### config.mk
export PLATFORM = sky130hd
export DESIGN_NAME = jet_div
export DESIGN_NICKNAME = d
export VERILOG_FILES = /design/src/design/julia_escape_time_pixel_defines.svh /design/src/design/jet_pkg.sv /design/src/design/jet_div.sv
export SDC_FILE = /design/constraint.sdc
export NUM_CORES = 1
export LEC_CHECK = 0
export ABC_AREA = 0
export BUFFER_PORTS_ARGS = -buffer_cell sky130_fd_sc_hd__buf_4
export CORE_ASPECT_RATIO = 0.75
export CORE_MARGIN = 10
export CORE_UTILIZATION = 41
export DETAILED_ROUTE_END_ITERATION = 7
export SYNTH_ARGS = -nofsm -noshare
export SYNTH_HDL_FRONTEND = slang
export SYNTH_SLANG_ARGS = --single-unit
### constraint.sdc
create_clock -name clk -period 9.8 [get_ports clk]
set_clock_uncertainty 0.1 [all_clocks]
set_input_delay 0.98 -clock clk [delete_from_list [all_inputs] [get_ports clk]]
set_output_delay 0.98 -clock clk [all_outputs]
set_load 0.02 [all_outputs]
### src/design/julia_escape_time_pixel_defines.svh
// ----------------------------------------------------------------------------
// Julia escape-time pixel: assertion macros
// Shared concurrent assertion forms, clocked on the rising edge and held off
// while the asynchronous reset is asserted.
// ----------------------------------------------------------------------------
`ifndef JULIA_ESCAPE_TIME_PIXEL_DEFINES_SVH
`define JULIA_ESCAPE_TIME_PIXEL_DEFINES_SVH

// The consequent must hold in the same cycle as the antecedent.
`define JET_ASSERT_NOW(label, clk, rst_n, ante, cons, msg) \
	label: assert property (@(posedge clk) disable iff (!(rst_n)) (ante) |-> (cons)) \
		else $error(msg);

// The consequent must hold in the cycle after the antecedent.
`define JET_ASSERT_NEXT(label, clk, rst_n, ante, cons, msg) \
	label: assert property (@(posedge clk) disable iff (!(rst_n)) (ante) |=> (cons)) \
		else $error(msg);

`endif

### src/design/jet_pkg.sv
// ----------------------------------------------------------------------------
// Julia escape-time pixel: package
// Types, constants and small functions shared by the pixel datapath modules.
// ----------------------------------------------------------------------------
package jet_pkg;

	// Image size used to map a pixel to its complex start value.
	localparam int WIDTH  = 800;
	localparam int HEIGHT = 800;

	// Field widths.
	localparam int COORD_W = 10;
	localparam int COUNT_W = 8;
	localparam int COLOR_W = 8;
	localparam int DATA_W  = 32;
	localparam int INDEX_W = 2;

	// Start value mapping: the magnitude of twice the offset from the center,
	// times seven, shifted up by START_SHIFT, is divided by the image size.
	localparam int SIZE_W      = 13;
	localparam int OFF_W       = SIZE_W + 1;
	localparam int MAG_W       = SIZE_W + 2;
	localparam int START_SHIFT = 25;
	// The product of the magnitude and 2^25 mod size stays below 2^RCP_N.
	localparam int RCP_N       = MAG_W + SIZE_W;
	localparam int RCP_M_W     = RCP_N + 2;
	// 2^25 divided by the smallest image size of 16 fits in QF_W bits.
	localparam int QF_W        = START_SHIFT - 3;
	localparam int QUO_W       = MAG_W + QF_W;

	// Escape bound of 2.0 in Q4.27.
	localparam logic signed [DATA_W-1:0] LIMIT_POS = 32'sd268435456;
	localparam logic signed [DATA_W-1:0] LIMIT_NEG = -32'sd268435456;

	// Saturation bounds for the widened sums.
	localparam logic signed [38:0] S39_MAX = 39'sd2147483647;
	localparam logic signed [38:0] S39_MIN = -39'sd2147483648;

	// Smallest iteration limit that runs at least one iteration.
	localparam logic [COUNT_W-1:0] MIN_ITER = 8'd2;

	// Configuration register indexes.
	localparam logic [INDEX_W-1:0] REG_C_REAL   = 2'd0;
	localparam logic [INDEX_W-1:0] REG_C_IMAG   = 2'd1;
	localparam logic [INDEX_W-1:0] REG_MAX_ITER = 2'd2;

	typedef struct packed {
		logic [COORD_W-1:0] pixel_x;
		logic [COORD_W-1:0] pixel_y;
	} pixel_t;

	typedef struct packed {
		logic [COORD_W-1:0] out_x;
		logic [COORD_W-1:0] out_y;
		logic [COUNT_W-1:0] escape_count;
		logic               drawn;
		logic [COLOR_W-1:0] red;
		logic [COLOR_W-1:0] green;
		logic [COLOR_W-1:0] blue;
	} result_t;

	typedef struct packed {
		logic [COLOR_W-1:0] red;
		logic [COLOR_W-1:0] green;
		logic [COLOR_W-1:0] blue;
	} color_t;

	// Commands from the sequencer to the square-and-add unit.
	typedef struct packed {
		logic load;
		logic mul;
		logic add;
	} step_ctl_t;

	typedef enum logic [2:0] {
		ST_IDLE,
		ST_DIV_RE,
		ST_DIV_IM,
		ST_MUL,
		ST_ADD,
		ST_FINISH
	} state_t;

	// Clamp a widened sum to the signed 32-bit range.
	function automatic logic signed [DATA_W-1:0] sat32(input logic signed [38:0] v);
		logic signed [DATA_W-1:0] r;
		if (v > S39_MAX) begin
			r = 32'sh7FFF_FFFF;
		end else if (v < S39_MIN) begin
			r = 32'sh8000_0000;
		end else begin
			r = v[DATA_W-1:0];
		end
		return r;
	endfunction

	// Band colour of an escape count; a count of zero is background black.
	function automatic color_t band_color(input logic [COUNT_W-1:0] esc);
		color_t c;
		if (esc == '0)          c = '{8'd0,   8'd0,   8'd0};
		else if (esc < 8'd15)   c = '{8'd0,   8'd0,   8'd0};
		else if (esc < 8'd20)   c = '{8'd255, 8'd255, 8'd0};
		else if (esc < 8'd25)   c = '{8'd100, 8'd255, 8'd0};
		else if (esc < 8'd30)   c = '{8'd0,   8'd255, 8'd0};
		else if (esc < 8'd40)   c = '{8'd0,   8'd255, 8'd100};
		else if (esc < 8'd50)   c = '{8'd0,   8'd255, 8'd255};
		else if (esc < 8'd60)   c = '{8'd0,   8'd100, 8'd255};
		else if (esc < 8'd70)   c = '{8'd0,   8'd0,   8'd255};
		else if (esc < 8'd80)   c = '{8'd100, 8'd0,   8'd255};
		else if (esc < 8'd90)   c = '{8'd255, 8'd0,   8'd255};
		else                    c = '{8'd255, 8'd255, 8'd255};
		return c;
	endfunction

endpackage

### src/design/jet_div.sv
// ----------------------------------------------------------------------------
// Julia escape-time pixel: start value divider
// Two-stage divide by the constant image size that maps a scaled pixel
// offset to a signed, saturated Q4.27 start value.
// ----------------------------------------------------------------------------
module jet_div #(
	parameter int WIDTH  = jet_pkg::WIDTH,
	parameter int HEIGHT = jet_pkg::HEIGHT
) (
	input  logic                          clk,
	input  logic                          arst_n,
	input  logic                          start,
	input  logic [jet_pkg::MAG_W-1:0]     mag,
	input  logic                          neg,
	input  logic                          sel_y,
	output logic                          done,
	output logic signed [jet_pkg::DATA_W-1:0] quo
);
	import jet_pkg::*;

	// With 2^25 = q*size + r, mag*2^25/size = mag*q + mag*r/size. The second
	// numerator stays below 2^RCP_N, so its quotient is exact as a multiply by
	// m = ceil(2^s/size) and a shift by s = RCP_N + clog2(size).
	localparam longint unsigned SCALE = 64'd1 << START_SHIFT;
	localparam int SH_X = RCP_N + $clog2(WIDTH);
	localparam int SH_Y = RCP_N + $clog2(HEIGHT);

	localparam logic [QF_W-1:0]    Q_X = QF_W'(SCALE / 64'(WIDTH));
	localparam logic [QF_W-1:0]    Q_Y = QF_W'(SCALE / 64'(HEIGHT));
	localparam logic [SIZE_W-1:0]  R_X = SIZE_W'(SCALE % 64'(WIDTH));
	localparam logic [SIZE_W-1:0]  R_Y = SIZE_W'(SCALE % 64'(HEIGHT));
	localparam logic [RCP_M_W-1:0] M_X =
		RCP_M_W'(((64'd1 << SH_X) + 64'(WIDTH) - 64'd1) / 64'(WIDTH));
	localparam logic [RCP_M_W-1:0] M_Y =
		RCP_M_W'(((64'd1 << SH_Y) + 64'(HEIGHT) - 64'd1) / 64'(HEIGHT));

	localparam int PROD_W = RCP_N + RCP_M_W;

	localparam logic [QUO_W-1:0] QUO_MAX = QUO_W'(32'h7FFF_FFFF);
	localparam logic [QUO_W-1:0] QUO_MIN = QUO_W'(32'h8000_0000);

	logic                v_s1;
	logic                done_q;
	logic                sel_s1;
	logic                neg_s1;
	logic [RCP_N-1:0]    rmul_s1;
	logic [QUO_W-1:0]    qmul_s1;
	logic                neg_s2;
	logic [QUO_W-1:0]    quo_s2;

	logic [SIZE_W-1:0]   r_sel;
	logic [QF_W-1:0]     q_sel;
	logic [RCP_M_W-1:0]  m_sel;
	logic [PROD_W-1:0]   prod;
	logic [PROD_W-1:0]   frac;

	assign r_sel = sel_y ? R_Y : R_X;
	assign q_sel = sel_y ? Q_Y : Q_X;
	assign m_sel = sel_s1 ? M_Y : M_X;
	assign prod  = {{RCP_M_W{1'b0}}, rmul_s1} * {{RCP_N{1'b0}}, m_sel};
	assign frac  = sel_s1 ? (prod >> SH_Y) : (prod >> SH_X);

	always_ff @(posedge clk or negedge arst_n) begin
		if (!arst_n) begin
			v_s1   <= 1'b0;
			done_q <= 1'b0;
		end else begin
			v_s1   <= start;
			done_q <= v_s1;
		end
	end

	// The remainder quotient is below the magnitude, so it fits in MAG_W bits.
	always_ff @(posedge clk) begin
		if (start) begin
			rmul_s1 <= {{SIZE_W{1'b0}}, mag} * {{MAG_W{1'b0}}, r_sel};
			qmul_s1 <= {{QF_W{1'b0}}, mag} * {{MAG_W{1'b0}}, q_sel};
			sel_s1  <= sel_y;
			neg_s1  <= neg;
		end
		if (v_s1) begin
			quo_s2 <= qmul_s1 + {{(QUO_W-MAG_W){1'b0}}, frac[MAG_W-1:0]};
			neg_s2 <= neg_s1;
		end
	end

	// Apply the sign and clamp to the 32-bit range.
	always_comb begin
		if (!neg_s2) begin
			quo = (quo_s2 > QUO_MAX) ? 32'sh7FFF_FFFF : $signed(quo_s2[DATA_W-1:0]);
		end else begin
			quo = (quo_s2 > QUO_MIN) ? 32'sh8000_0000 : $signed(-quo_s2[DATA_W-1:0]);
		end
	end

	assign done = done_q;

endmodule

* Word level (Yosys, flattened, before mapping)
Cells that the tools add are included.
** Word-level totals
- Bits in read-only memories :: 0
- Memories :: 0
- Latch bits :: 0
- Bits in writable memories :: 0
- Input bits :: 20
- Output and inout bits :: 33
- Register bits :: 93
** Operators by class
- $lt $le $gt $ge :: 2
- $mul :: 2
- Eq/ne operators :: 0
- $add $sub $neg :: 2
- Muxes and demuxes :: 3
- Shift-type cells :: 0
- Div/mod/pow operators :: 0
- Reductions and logical operators :: 0
- Bitwise gates (word level) :: 0
** Operator list (number)
- 32-bit 2-to-1 mux :: 3
- 15-bit by 26-bit multiplier with 41-bit output (second input constant) :: 1
- 37-bit by 11-bit adder with 37-bit output :: 1
- 37-bit by 31-bit greater-than comparator with 1-bit output (second input constant) :: 1
- 37-bit by 32-bit greater-than comparator with 1-bit output (second input constant) :: 1
- 32-bit negation :: 1
- 15-bit by 16-bit multiplier with 31-bit output (second input constant) :: 1

* Depth between registers and ports, before layout
Gate-level depths: netlist (run 1).
- Depth in word-level cells :: 3
- Depth in mapped cells :: 27
- Depth with buffers taken out :: 27

* Least setup slack after synthesis (run 1)
No wires, ideal clock.
- Path type :: register to register
- Start :: reg rmul_s1[8]
- End :: reg quo_s2[30], data pin
- Setup time :: 0.257 ns
- Data arrival time :: 7.258 ns
- Setup slack :: 2.185 ns
- Cell stages (with the launch flop) :: 26
- Cells stage by stage :: edfxtp_1 > inv_1 > fa_1 > fa_1 > inv_1 > fa_1 > fa_1 > fa_1 > inv_1 > fa_1 > inv_1 > ha_1 > nand3_1 > nor4_1 > nand4_1 > o2111ai_1 > a21oi_1 > xnor2_1 > fa_1 > a21o_1 > a21oi_1 > o21bai_1 > a2111o_1 > a31oi_1 > and3b_1 > xor2_1
** Between the ends
- Word-level cells in the longest chain between the ends :: 2
** RTL lines
- start: declaration :: line jet_div.sv:46 : logic [RCP_N-1:0] rmul_s1;
- start signal: assignment :: line jet_div.sv:76 : rmul_s1 <= {{SIZE_W{1'b0}}, mag} * {{MAG_W{1'b0}}, r_sel};
- 15-bit by 26-bit multiplier with 41-bit output :: line jet_div.sv:60 : assign prod = {{RCP_M_W{1'b0}}, rmul_s1} * {{RCP_N{1'b0}}, m_sel};
- 37-bit by 11-bit adder with 37-bit output :: line jet_div.sv:82 : quo_s2 <= qmul_s1 + {{(QUO_W-MAG_W){1'b0}}, frac[MAG_W-1:0]};
- end signal: assignment :: line jet_div.sv:82
- end: declaration :: line jet_div.sv:49 : logic [QUO_W-1:0] quo_s2;
No other way between the ends.
A chain may end at the register's enable or synchronous reset.

* Worst setup path after layout (run 1)
- Start :: reg rmul_s1[17]
- End :: reg quo_s2[30], data pin
The elaborated chain is that of the path after synthesis.

==> results of run 1 <==
## worst reg2reg max path, cell delays in order, from the launching register on
cell       delay, ps
edfxtp_1         610
ha_1             510
fa_1             540
fa_1             560
inv_1             70
fa_1             530
inv_1             60
fa_1             520
fa_1             500
ha_1             300
nand3_1          120
nor4_1           640
nand4_1          330
o2111ai_1        640
a21oi_1          280
xnor2_1          220
fa_1             450
a21o_1           190
a21oi_1          210
o21bai_1         120
a2111o_1         430
a31oi_1          670
and3b_1          280
xor2_1           140
## area by class of cell
class,count,area (um^2)
Multi-Input combinational cell,991,10700
Fill cell,3287,19000
Clock inverter,7,55.1
Timing Repair Buffer,56,420
Clock buffer,9,225
Tap cell,457,572
Sequential cell,81,2420
Inverter,332,1250
## through the flow
stage                     worst slack, ps  utilization
after global routing                  165        0.451
final                                 526        0.451
after detailed placement              658        0.443
after global placement                767        0.443
after floorplan                      2180            -
after CTS                             614        0.451
## state kept, by name, indices dropped and copies added, names as in the netlist
register,flops
rmul_s1,15
quo_s2,32
done,1
neg_s1,1
v_s1,1
neg_s2,1
qmul_s1,30
## worst min path at each step
stage | slack (ps) | end | cells after the start
after detailed placement | 260 | done | 0
after CTS | 280 | done | 0
after global placement | 260 | done | 0
after global routing | 280 | done | 0
final | 280 | done | 0
after floorplan | 300 | neg_s2 | 0
## cell usage in the layout (no fill, tap or decap), drive strengths merged, types with 6 or more instances in the layout
cell,synthesis,layout
clkbuf,11,10
fa,191,191
o311ai,20,20
or4,6,6
nand4,20,20
nor3,25,25
edfxtp,79,79
a21oi,70,70
buf,6,55
or3,12,12
nor2,34,34
inv,332,334
a21o,16,16
o21a,8,8
nand2b,9,9
nand3,16,16
and4,6,6
or2,11,11
a211oi,7,7
xnor2,39,39
ha,290,290
o41ai,7,7
o31ai,8,8
and3,7,7
nand2,58,58
a31oi,7,7
o21ai,34,34
xor2,18,18
nor4,7,7
## routing by layer
| layer | vias to the layer above | GRT usage | share of wire |
|---|---|---|---|
| li1 | 4918 | - | - |
| met1 | 4974 | 0.253 | 0.54 |
| met2 | 212 | 0.222 | 0.40 |
| met3 | 10 | 0.0360 | 0.063 |
| met4 | 0 | 0.0173 | 0.0044 |
| met5 | - | 0 | 0 |
## cell families after synthesis
logic type / synth area share
xor gates and xnor gates: 0.0346
adders and majority gates: 0.516
and+or+nand+nor: 0.0867
buffers and inverters: 0.0914
muxes: 0.00216
AOI/OAI and AO/OA: 0.102
DFF: 0.168
==> flow_metrics.env, run 1 <==
export IMPL_status="complete, no violations"
export IMPL_wl_mm=33.9
export IMPL_die_area_mm2=0.0432
export IMPL_path_common_cell="fa_1"
export IMPL_cp_depth=23
export IMPL_cts_setup_buffers=0
export IMPL_postLayoutCellArea_mm2=0.0156
export IMPL_yosysWarnings=0
export IMPL_avgSynthCellArea_um2=10.2
export IMPL_hp_start="v_s1"
export IMPL_crit_type="reg -> reg"
export IMPL_worstPathCellList="ha_1, fa_1, fa_1, inv_1, fa_1, inv_1, fa_1, fa_1, ha_1, nand3_1, nor4_1, nand4_1, o2111ai_1, a21oi_1, xnor2_1, fa_1, a21o_1, a21oi_1, o21bai_1, a2111o_1, a31oi_1, and3b_1, xor2_1"
export IMPL_crit_required_ps=9790
export IMPL_antenna_found_initial=0
export IMPL_reg2reg_setup_slack_ps=530
export IMPL_final_period_utilization=0.946
export IMPL_arrival_ps=9260
export IMPL_holdWs_ps=276
export IMPL_crit_start="rmul_s1[17]"
export IMPL_max_cap_violations=0
export IMPL_ant_nets=0
export IMPL_drt_pass1_iterations=5
export IMPL_cp_num_buf_inv=2
export IMPL_grt_total_usage=0.161
export IMPL_core_mm2=0.0347
export IMPL_hold_viol_final=0
export IMPL_startpoint_type="register"
export IMPL_port_buffers=51
export IMPL_route_vias_total=10100
export IMPL_synth_commonest_cells="332 x inv_1, 290 x ha_1, 191 x fa_1"
export IMPL_pin_count=53
export IMPL_die_w_um=237
export IMPL_cts_made_buffers=9
export IMPL_place_detailed_hpwl_mm=29.3
export IMPL_fin_cells=1933
export IMPL_cp_top_family="adder cells"
export IMPL_num_rows=59
export IMPL_cpMaxStageDelayCell="a31oi_1"
export IMPL_max_slew_margin=0.460
export IMPL_drive_gt1_frac=0.0644
export IMPL_fin_setup_tns_ps=0
export IMPL_period_needed_ps=9270
export IMPL_synth_most_common_cell="inv_1"
export IMPL_drc=0
export IMPL_path_max_fanout=10
export IMPL_area_delta_synth_final_pct=8.30
export IMPL_fp_dieH_um=183
export IMPL_start_util=0.416
export IMPL_grt_setup_unrepaired="no"
export IMPL_maxSlewViolCount=0
export IMPL_overflow=0
export IMPL_crit_reg2reg_launch="rmul_s1[17]"
export IMPL_max_clock_path_buffers=2
export IMPL_place_area_mm2=0.0154
export IMPL_worstMarginPinSlew_ps=806
export IMPL_ys_seq_area_frac=0.168
export IMPL_cp_end_kind="register"
export IMPL_hp_class="reg -> reg"
export IMPL_synth_main_ff_cell="edfxtp_1"
export IMPL_dpl_cell_count=1916
export IMPL_synth_cells=1421
export IMPL_synth_net_count=1922
export IMPL_vias_per_cell=5.23
export IMPL_cts_root_buf="clkbuf_16"
export IMPL_clk_pin_slew_ps=60
export IMPL_mappedNetlistArea_mm2=0.0144
export IMPL_yosysUniqueCellTypes=72
export IMPL_async_reset_ff_frac=0.0247
export IMPL_post_cts_resized=0
export IMPL_synth_edf_count=79
export IMPL_grt_pass1_wl_mm=56.2
export IMPL_yosysTopAreaCell="fa_1"
export IMPL_grt_max_degree=50
export IMPL_max_freq_ghz=0.108
export IMPL_synthTopCellsByArea="fa_1 26%, ha_1 25%, edfxtp_1 16%"
export IMPL_cts_htree_levels=3
export IMPL_cts_sink_count=81
export IMPL_timing_rr_end="quo_s2[30]"
export IMPL_endpoint="quo_s2[30]"
export IMPL_cts_tree="built"
export IMPL_antenna_cells=0
export IMPL_setup_viol=0
export IMPL_clock_latency_ps=340
export IMPL_synthDominantCellAreaShare=0.265
export IMPL_cts_hold_fix_buffers=0
export IMPL_drtIter0Drc=668
export IMPL_grt_pass1_vias=10300
export IMPL_fin_nets=1972
export IMPL_cpPeakStageDelay_ps=670
export IMPL_routabilityCongestion=0.911
export IMPL_worstRegToRegCells=23
export IMPL_wire_per_inst_um=17.5
export IMPL_synth_seq_cells=81
Power of run 1 is not shown: default switching activity piles up to over one toggle a cycle in this logic, so the estimate is an artifact.
==> run 2, diff against run 1 <==
==> constraint.sdc (replaced) <==
create_clock -name clk -period 9.8 [get_ports clk]
set_clock_uncertainty 0.1 [all_clocks]
set_input_delay 0.49 -clock clk [delete_from_list [all_inputs] [get_ports clk]]
set_output_delay 0.49 -clock clk [all_outputs]
set_load 0.02 [all_outputs]
==> run 2 against run 1 <==
Net effect: count of clock-buffer cells in the layout stayed put; setup slack better by 600 ps; first-iteration DRC count is 2.7% higher; global-route usage hardly changed; routed wire length is 0.74% higher; via count is 0.47% higher; register-to-register slack better by 600 ps; worst hold slack worse by 51 ps; critical endpoint unchanged; cell count hardly changed; die area stayed put; fmax is 7.0% higher; critical path depth is 1 higher; largest cell class unchanged.
==> flow_metrics.env, run 2 (synthesis gave the netlist of run 1 again) <==
export IMPL_grt_setup_unrepaired="no"
export IMPL_clock_latency_ps=340
export IMPL_worstMarginPinSlew_ps=1220
export IMPL_place_area_mm2=0.0154
export IMPL_arrival_ps=8660
export IMPL_timing_rr_end="quo_s2[30]"
export IMPL_crit_reg2reg_launch="rmul_s1[10]"
export IMPL_drc=0
export IMPL_largest_reg_flops=32
export IMPL_antenna_found_initial=0
export IMPL_cts_hold_fix_buffers=1
export IMPL_grt_pass1_vias=10400
export IMPL_path_common_cell="fa_1"
export IMPL_cp_num_buf_inv=3
export IMPL_num_rows=59
export IMPL_clk_pin_slew_ps=60
export IMPL_grt_max_degree=50
export IMPL_cts_htree_levels=3
export IMPL_fp_dieH_um=183
export IMPL_grt_total_usage=0.161
export IMPL_regMostFlops="quo_s2"
export IMPL_setup_viol=0
export IMPL_worstPathCellList="fa_1, fa_1, inv_1, fa_1, fa_1, fa_1, inv_1, fa_1, inv_1, ha_1, nand3_1, nor4_1, nand4_1, o2111ai_1, a21oi_1, xnor2_1, fa_1, a21o_1, a21oi_1, o21bai_1, a2111o_1, a31oi_1, and3b_1, xor2_1"
export IMPL_postLayoutCellArea_mm2=0.0157
export IMPL_path_max_fanout=10
export IMPL_startpoint_type="register"
export IMPL_cp_top_family="adder cells"
export IMPL_max_slew_margin=0.180
export IMPL_cpPeakStageDelay_ps=680
export IMPL_die_area_mm2=0.0432
export IMPL_grt_pass1_wl_mm=56.1
export IMPL_crit_type="reg -> reg"
export IMPL_wire_per_inst_um=17.7
export IMPL_cts_setup_buffers=0
export IMPL_fin_nets=1972
export IMPL_cts_root_buf="clkbuf_16"
export IMPL_drtIter0Drc=686
export IMPL_maxSlewViolCount=0
export IMPL_start_util=0.416
export IMPL_fin_setup_tns_ps=0
export IMPL_vias_per_cell=5.26
export IMPL_area_delta_synth_final_pct=8.56
export IMPL_drive_gt1_frac=0.0637
export IMPL_routabilityCongestion=0.911
export IMPL_n_fill_cell=3257
export IMPL_status="complete, no violations"
export IMPL_cts_tree="built"
export IMPL_core_mm2=0.0347
export IMPL_worstRegToRegCells=24
export IMPL_period_needed_ps=8670
export IMPL_final_period_utilization=0.885
export IMPL_cpMaxStageDelayCell="a31oi_1"
export IMPL_min_to="neg_s1"
export IMPL_crit_required_ps=9790
export IMPL_cts_made_buffers=9
export IMPL_post_cts_resized=0
export IMPL_final_common_cell="inv_1"
export IMPL_ant_nets=0
export IMPL_top_regs="quo_s2 x32, qmul_s1 x30, rmul_s1 x15"
export IMPL_max_cap_violations=0
export IMPL_hp_start="neg"
export IMPL_hp_class="in -> reg"
export IMPL_port_buffers=51
export IMPL_cp_end_kind="register"
export IMPL_drt_pass1_iterations=5
export IMPL_reg2reg_setup_slack_ps=1130
export IMPL_cts_sink_count=81
export IMPL_max_clock_path_buffers=2
export IMPL_hold_viol_final=0
export IMPL_wl_mm=34.1
export IMPL_pin_count=53
export IMPL_hold_depth=1
export IMPL_die_w_um=237
export IMPL_place_detailed_hpwl_mm=29.5
export IMPL_route_vias_total=10200
export IMPL_antenna_cells=0
export IMPL_max_freq_ghz=0.115
export IMPL_overflow=0
export IMPL_layout_common_cells="332 x inv_1, 290 x ha_1, 191 x fa_1, 79 x edfxtp_1, 70 x a21oi_1"
## run 2: per-layer routing
layer,track usage,wire length [um]
met1,0.248,18000
met2,0.215,13200
met3,0.0498,2680
met4,0.0242,248
met5,0,0
## run 2: worst max-delay path by stage
stage | slack (ps) | end | cells past startpoint | startpoint
after floorplan | 2180 | quo_s2[30] | 25 | rmul_s1[8]
after global placement | 1210 | quo_s2[30] | 24 | rmul_s1[10]
after detailed placement | 1120 | quo_s2[30] | 24 | rmul_s1[10]
after CTS | 1090 | quo_s2[30] | 24 | rmul_s1[10]
after global routing | 710 | quo_s2[23] | 25 | rmul_s1[10]
final | 1130 | quo_s2[30] | 24 | rmul_s1[10]
## run 2: final cells by class
| cell class | instances | area [um^2] | share of cell area |
|---|---|---|---|
| multi-input cells | 991 | 10700 | 0.683 |
| well taps | 457 | 572 | 0.0365 |
| clock buffers | 9 | 225 | 0.0144 |
| flip-flops and latches | 81 | 2420 | 0.154 |
| repair buffers | 56 | 423 | 0.0270 |
| inverters | 332 | 1250 | 0.0795 |
| clock inverters | 6 | 90.1 | 0.00574 |
## run 2: worst register-to-register path, cell delays in order, from the launching register on
cell and delay (ps):
edfxtp_1 640, fa_1 550, fa_1 520, inv_1 50, fa_1 510, fa_1 460
fa_1 550, inv_1 50, fa_1 530, inv_1 40, ha_1 290, nand3_1 130
nor4_1 350, nand4_1 170, o2111ai_1 510, a21oi_1 250, xnor2_1 220, fa_1 450
a21o_1 190, a21oi_1 220, o21bai_1 110, a2111o_1 440, a31oi_1 680, and3b_1 270
xor2_1 130
## run 2: through the flow
stage	setup slack [ps]	hold WS, ps	std cells	utilization
after floorplan	2180	94.4	1421	-
after global placement	1210	172	1916	0.443
after detailed placement	1120	175	1916	0.443
after CTS	1090	210	1932	0.452
after global routing	710	209	1932	0.452
final	1130	225	1932	0.452
Power of run 2 is left out for the same reason.
==> run 3, diff against run 2 <==
Settings changed: ABC_AREA 0 to 1, REMOVE_ABC_BUFFERS set to 1.
==> run 3 against run 2 <==
Net effect: critical path depth increased by 3; synthesized cell count increased by 33%; count of clock-buffer cells in the layout unchanged; first-iteration DRC count increased by 24%; register-to-register slack improved by 1300 ps; non-clock buffer count decreased by 3; routed wire length increased by 18%; critical path type unchanged; critical endpoint is now quo_s2[28]; largest cell class unchanged.
==> flow_metrics.env, run 3 <==
export IMPL_max_clock_path_buffers=2
export IMPL_hold_viol_final=0
export IMPL_synthTopCellsByArea="fa_1 24%, ha_1 23%, edfxtp_1 15%"
export IMPL_vias_per_cell=5.01
export IMPL_grt_pass1_wl_mm=66.6
export IMPL_crit_required_ps=9790
export IMPL_max_cap_violations=0
export IMPL_setup_viol=0
export IMPL_synth_simple_gate_area_frac=0.177
export IMPL_cp_num_buf_inv=4
export IMPL_cpPeakStageDelay_ps=720
export IMPL_avgSynthCellArea_um2=8.41
export IMPL_cp_end_kind="register"
export IMPL_cp_top_family="adder cells"
export IMPL_final_common_cell="inv_1"
export IMPL_overflow=0
export IMPL_regMostFlops="quo_s2"
export IMPL_path_common_cell="fa_1"
export IMPL_layout_common_cells="414 x inv_1, 371 x nand2_1, 290 x ha_1, 191 x fa_1, 106 x nor2_1"
export IMPL_period_needed_ps=7400
export IMPL_largest_reg_flops=32
export IMPL_max_slew_margin=0.259
export IMPL_port_buffers=51
export IMPL_yosysWarnings=0
export IMPL_num_rows=62
export IMPL_wire_per_inst_um=16.4
export IMPL_grt_total_usage=0.176
export IMPL_yosysUniqueCellTypes=40
export IMPL_fin_cells=2452
export IMPL_area_delta_synth_final_pct=8.09
export IMPL_maxSlewViolCount=0
export IMPL_synth_top_family_by_area="adder cells"
export IMPL_synthDominantCellAreaShare=0.242
export IMPL_drive_gt1_frac=0.0474
export IMPL_cts_hold_fix_buffers=1
export IMPL_async_reset_ff_frac=0.0247
export IMPL_fin_nets=2436
export IMPL_pin_count=53
export IMPL_worstMarginPinSlew_ps=1110
export IMPL_synth_cells=1883
export IMPL_cts_made_buffers=9
export IMPL_place_detailed_hpwl_mm=35.3
export IMPL_synth_fa_ha_area_frac=0.471
export IMPL_ys_seq_area_frac=0.153
export IMPL_startpoint_type="register"
export IMPL_cpMaxStageDelayCell="fa_1"
export IMPL_antenna_cells=0
export IMPL_synth_most_common_cell="inv_1"
export IMPL_synthXorXnorAreaFrac=0.0371
export IMPL_crit_type="reg -> reg"
export IMPL_start_util=0.415
export IMPL_fin_setup_tns_ps=0
export IMPL_post_cts_resized=0
export IMPL_drc=0
export IMPL_cts_setup_buffers=0
export IMPL_final_period_utilization=0.755
export IMPL_fp_dieH_um=190
export IMPL_status="complete, no violations"
export IMPL_grt_pass1_vias=12400
export IMPL_cts_tree="built"
export IMPL_grt_use_met3=0.0242
export IMPL_synth_commonest_cells="414 x inv_1, 371 x nand2_1, 290 x ha_1"
export IMPL_wl_mm=40.3
export IMPL_route_vias_total=12300
export IMPL_use_met2=0.252
export IMPL_synthMuxAreaShare=0
export IMPL_path_max_fanout=5
export IMPL_clock_latency_ps=340
export IMPL_synth_seq_cells=81
export IMPL_dpl_cell_count=2435
export IMPL_antenna_found_initial=0
export IMPL_clk_pin_slew_ps=60
export IMPL_ant_nets=0
export IMPL_cts_htree_levels=3
export IMPL_arrival_ps=7390
export IMPL_max_freq_ghz=0.135
export IMPL_routabilityCongestion=0.950
export IMPL_hp_class="in -> reg"
export IMPL_die_w_um=247
export IMPL_mappedNetlistArea_mm2=0.0158
export IMPL_synth_edf_count=79
export IMPL_yosysTopAreaCell="fa_1"
export IMPL_drt_pass1_iterations=5
export IMPL_top_regs="quo_s2 x32, qmul_s1 x30, rmul_s1 x15"
export IMPL_cts_sink_count=81
export IMPL_grt_setup_unrepaired="no"
export IMPL_grtUsageMet1=0.281
export IMPL_core_mm2=0.0382
export IMPL_drtIter0Drc=848
export IMPL_die_area_mm2=0.0469
export IMPL_grt_max_degree=48
export IMPL_synth_compound_area_frac=0.0578
export IMPL_grt_busiest_layer="met1"
export IMPL_cts_root_buf="clkbuf_16"
export IMPL_synth_main_ff_cell="edfxtp_1"
==> run 3: cell types whose count changed after synthesis, sizes merged, moves of 9 or more <==
cell / previous run / this run
nand4: 20 / 48
inv: 332 / 423
xor2: 18 / 49
o311ai: 20 / 0
nand2: 58 / 373
nand3: 16 / 70
o21ai: 34 / 50
nand2b: 9 / 0
nor2: 34 / 110
a21oi: 70 / 83
or3: 12 / 1
xnor2: 39 / 18
==> run 3: final cells by class <==
type	count	area (um^2)
multi-input cells	1367	11700
flip-flops and latches	81	2420
fillers	3787	21100
clock inverters	7	83.8
inverters	423	1590
repair buffers	53	400
well taps	512	641
clock buffers	9	225
==> run 3: cell families (layout without fill, tap and decap cells) <==
family / Yosys count / count (layout)
fa+ha+maj: 481 / 481
buf+inv: 435 / 492
xor+xnor: 67 / 67
flops: 81 / 81
simple gates: 654 / 654
compound gates: 165 / 165
==> run 3: worst paths after layout <==
kind                            startpoint  slack, ps  cells after the start          to
worst min register to register      neg_s1        320                      0      neg_s2
worst max-delay path            rmul_s1[5]       2400                     27  quo_s2[28]
max in group asynchronous           arst_n       9150                      2        v_s1
worst max register to register  rmul_s1[5]       2400                     27  quo_s2[28]
min in group asynchronous           arst_n        360                      2        done
worst min-delay path                   neg        220                      1      neg_s1
==> run 3: layer usage <==
layer,vias to the layer above,part of all wire
met4,0,0.0069
met3,25,0.057
met1,5801,0.54
li1,6128,-
met2,323,0.40
met5,-,0
==> run 3: through the flow <==
stage	util	hold WS, ps	setup slack [ps]	cell area [um^2]
6_report	0.448	224	2400	17100
5_1_grt	0.448	202	1930	17100
4_1_cts	0.448	211	2350	17100
3_5_place_dp	0.440	175	2400	16800
3_3_place_gp	0.440	172	2470	16800
2_1_floorplan	-	94.4	3360	15800
==> run 3: worst register-to-register path, stage by stage (launching register included) <==
cell	delay, ps
edfxtp_1	630
inv_1	200
fa_1	720
inv_1	80
ha_1	300
fa_1	540
fa_1	480
fa_1	590
inv_1	70
fa_1	500
inv_1	50
ha_1	330
a21oi_1	180
o21a_1	180
nor2_1	50
nor2_1	130
o21ai_0	120
nand2_1	100
nand3_1	70
nand2_1	60
nand2_1	100
ha_1	400
nand2_1	120
nor2_1	150
nand4_1	90
o211ai_1	440
nand4_1	220
xnor2_1	180
Power of run 3 is left out for the same reason.
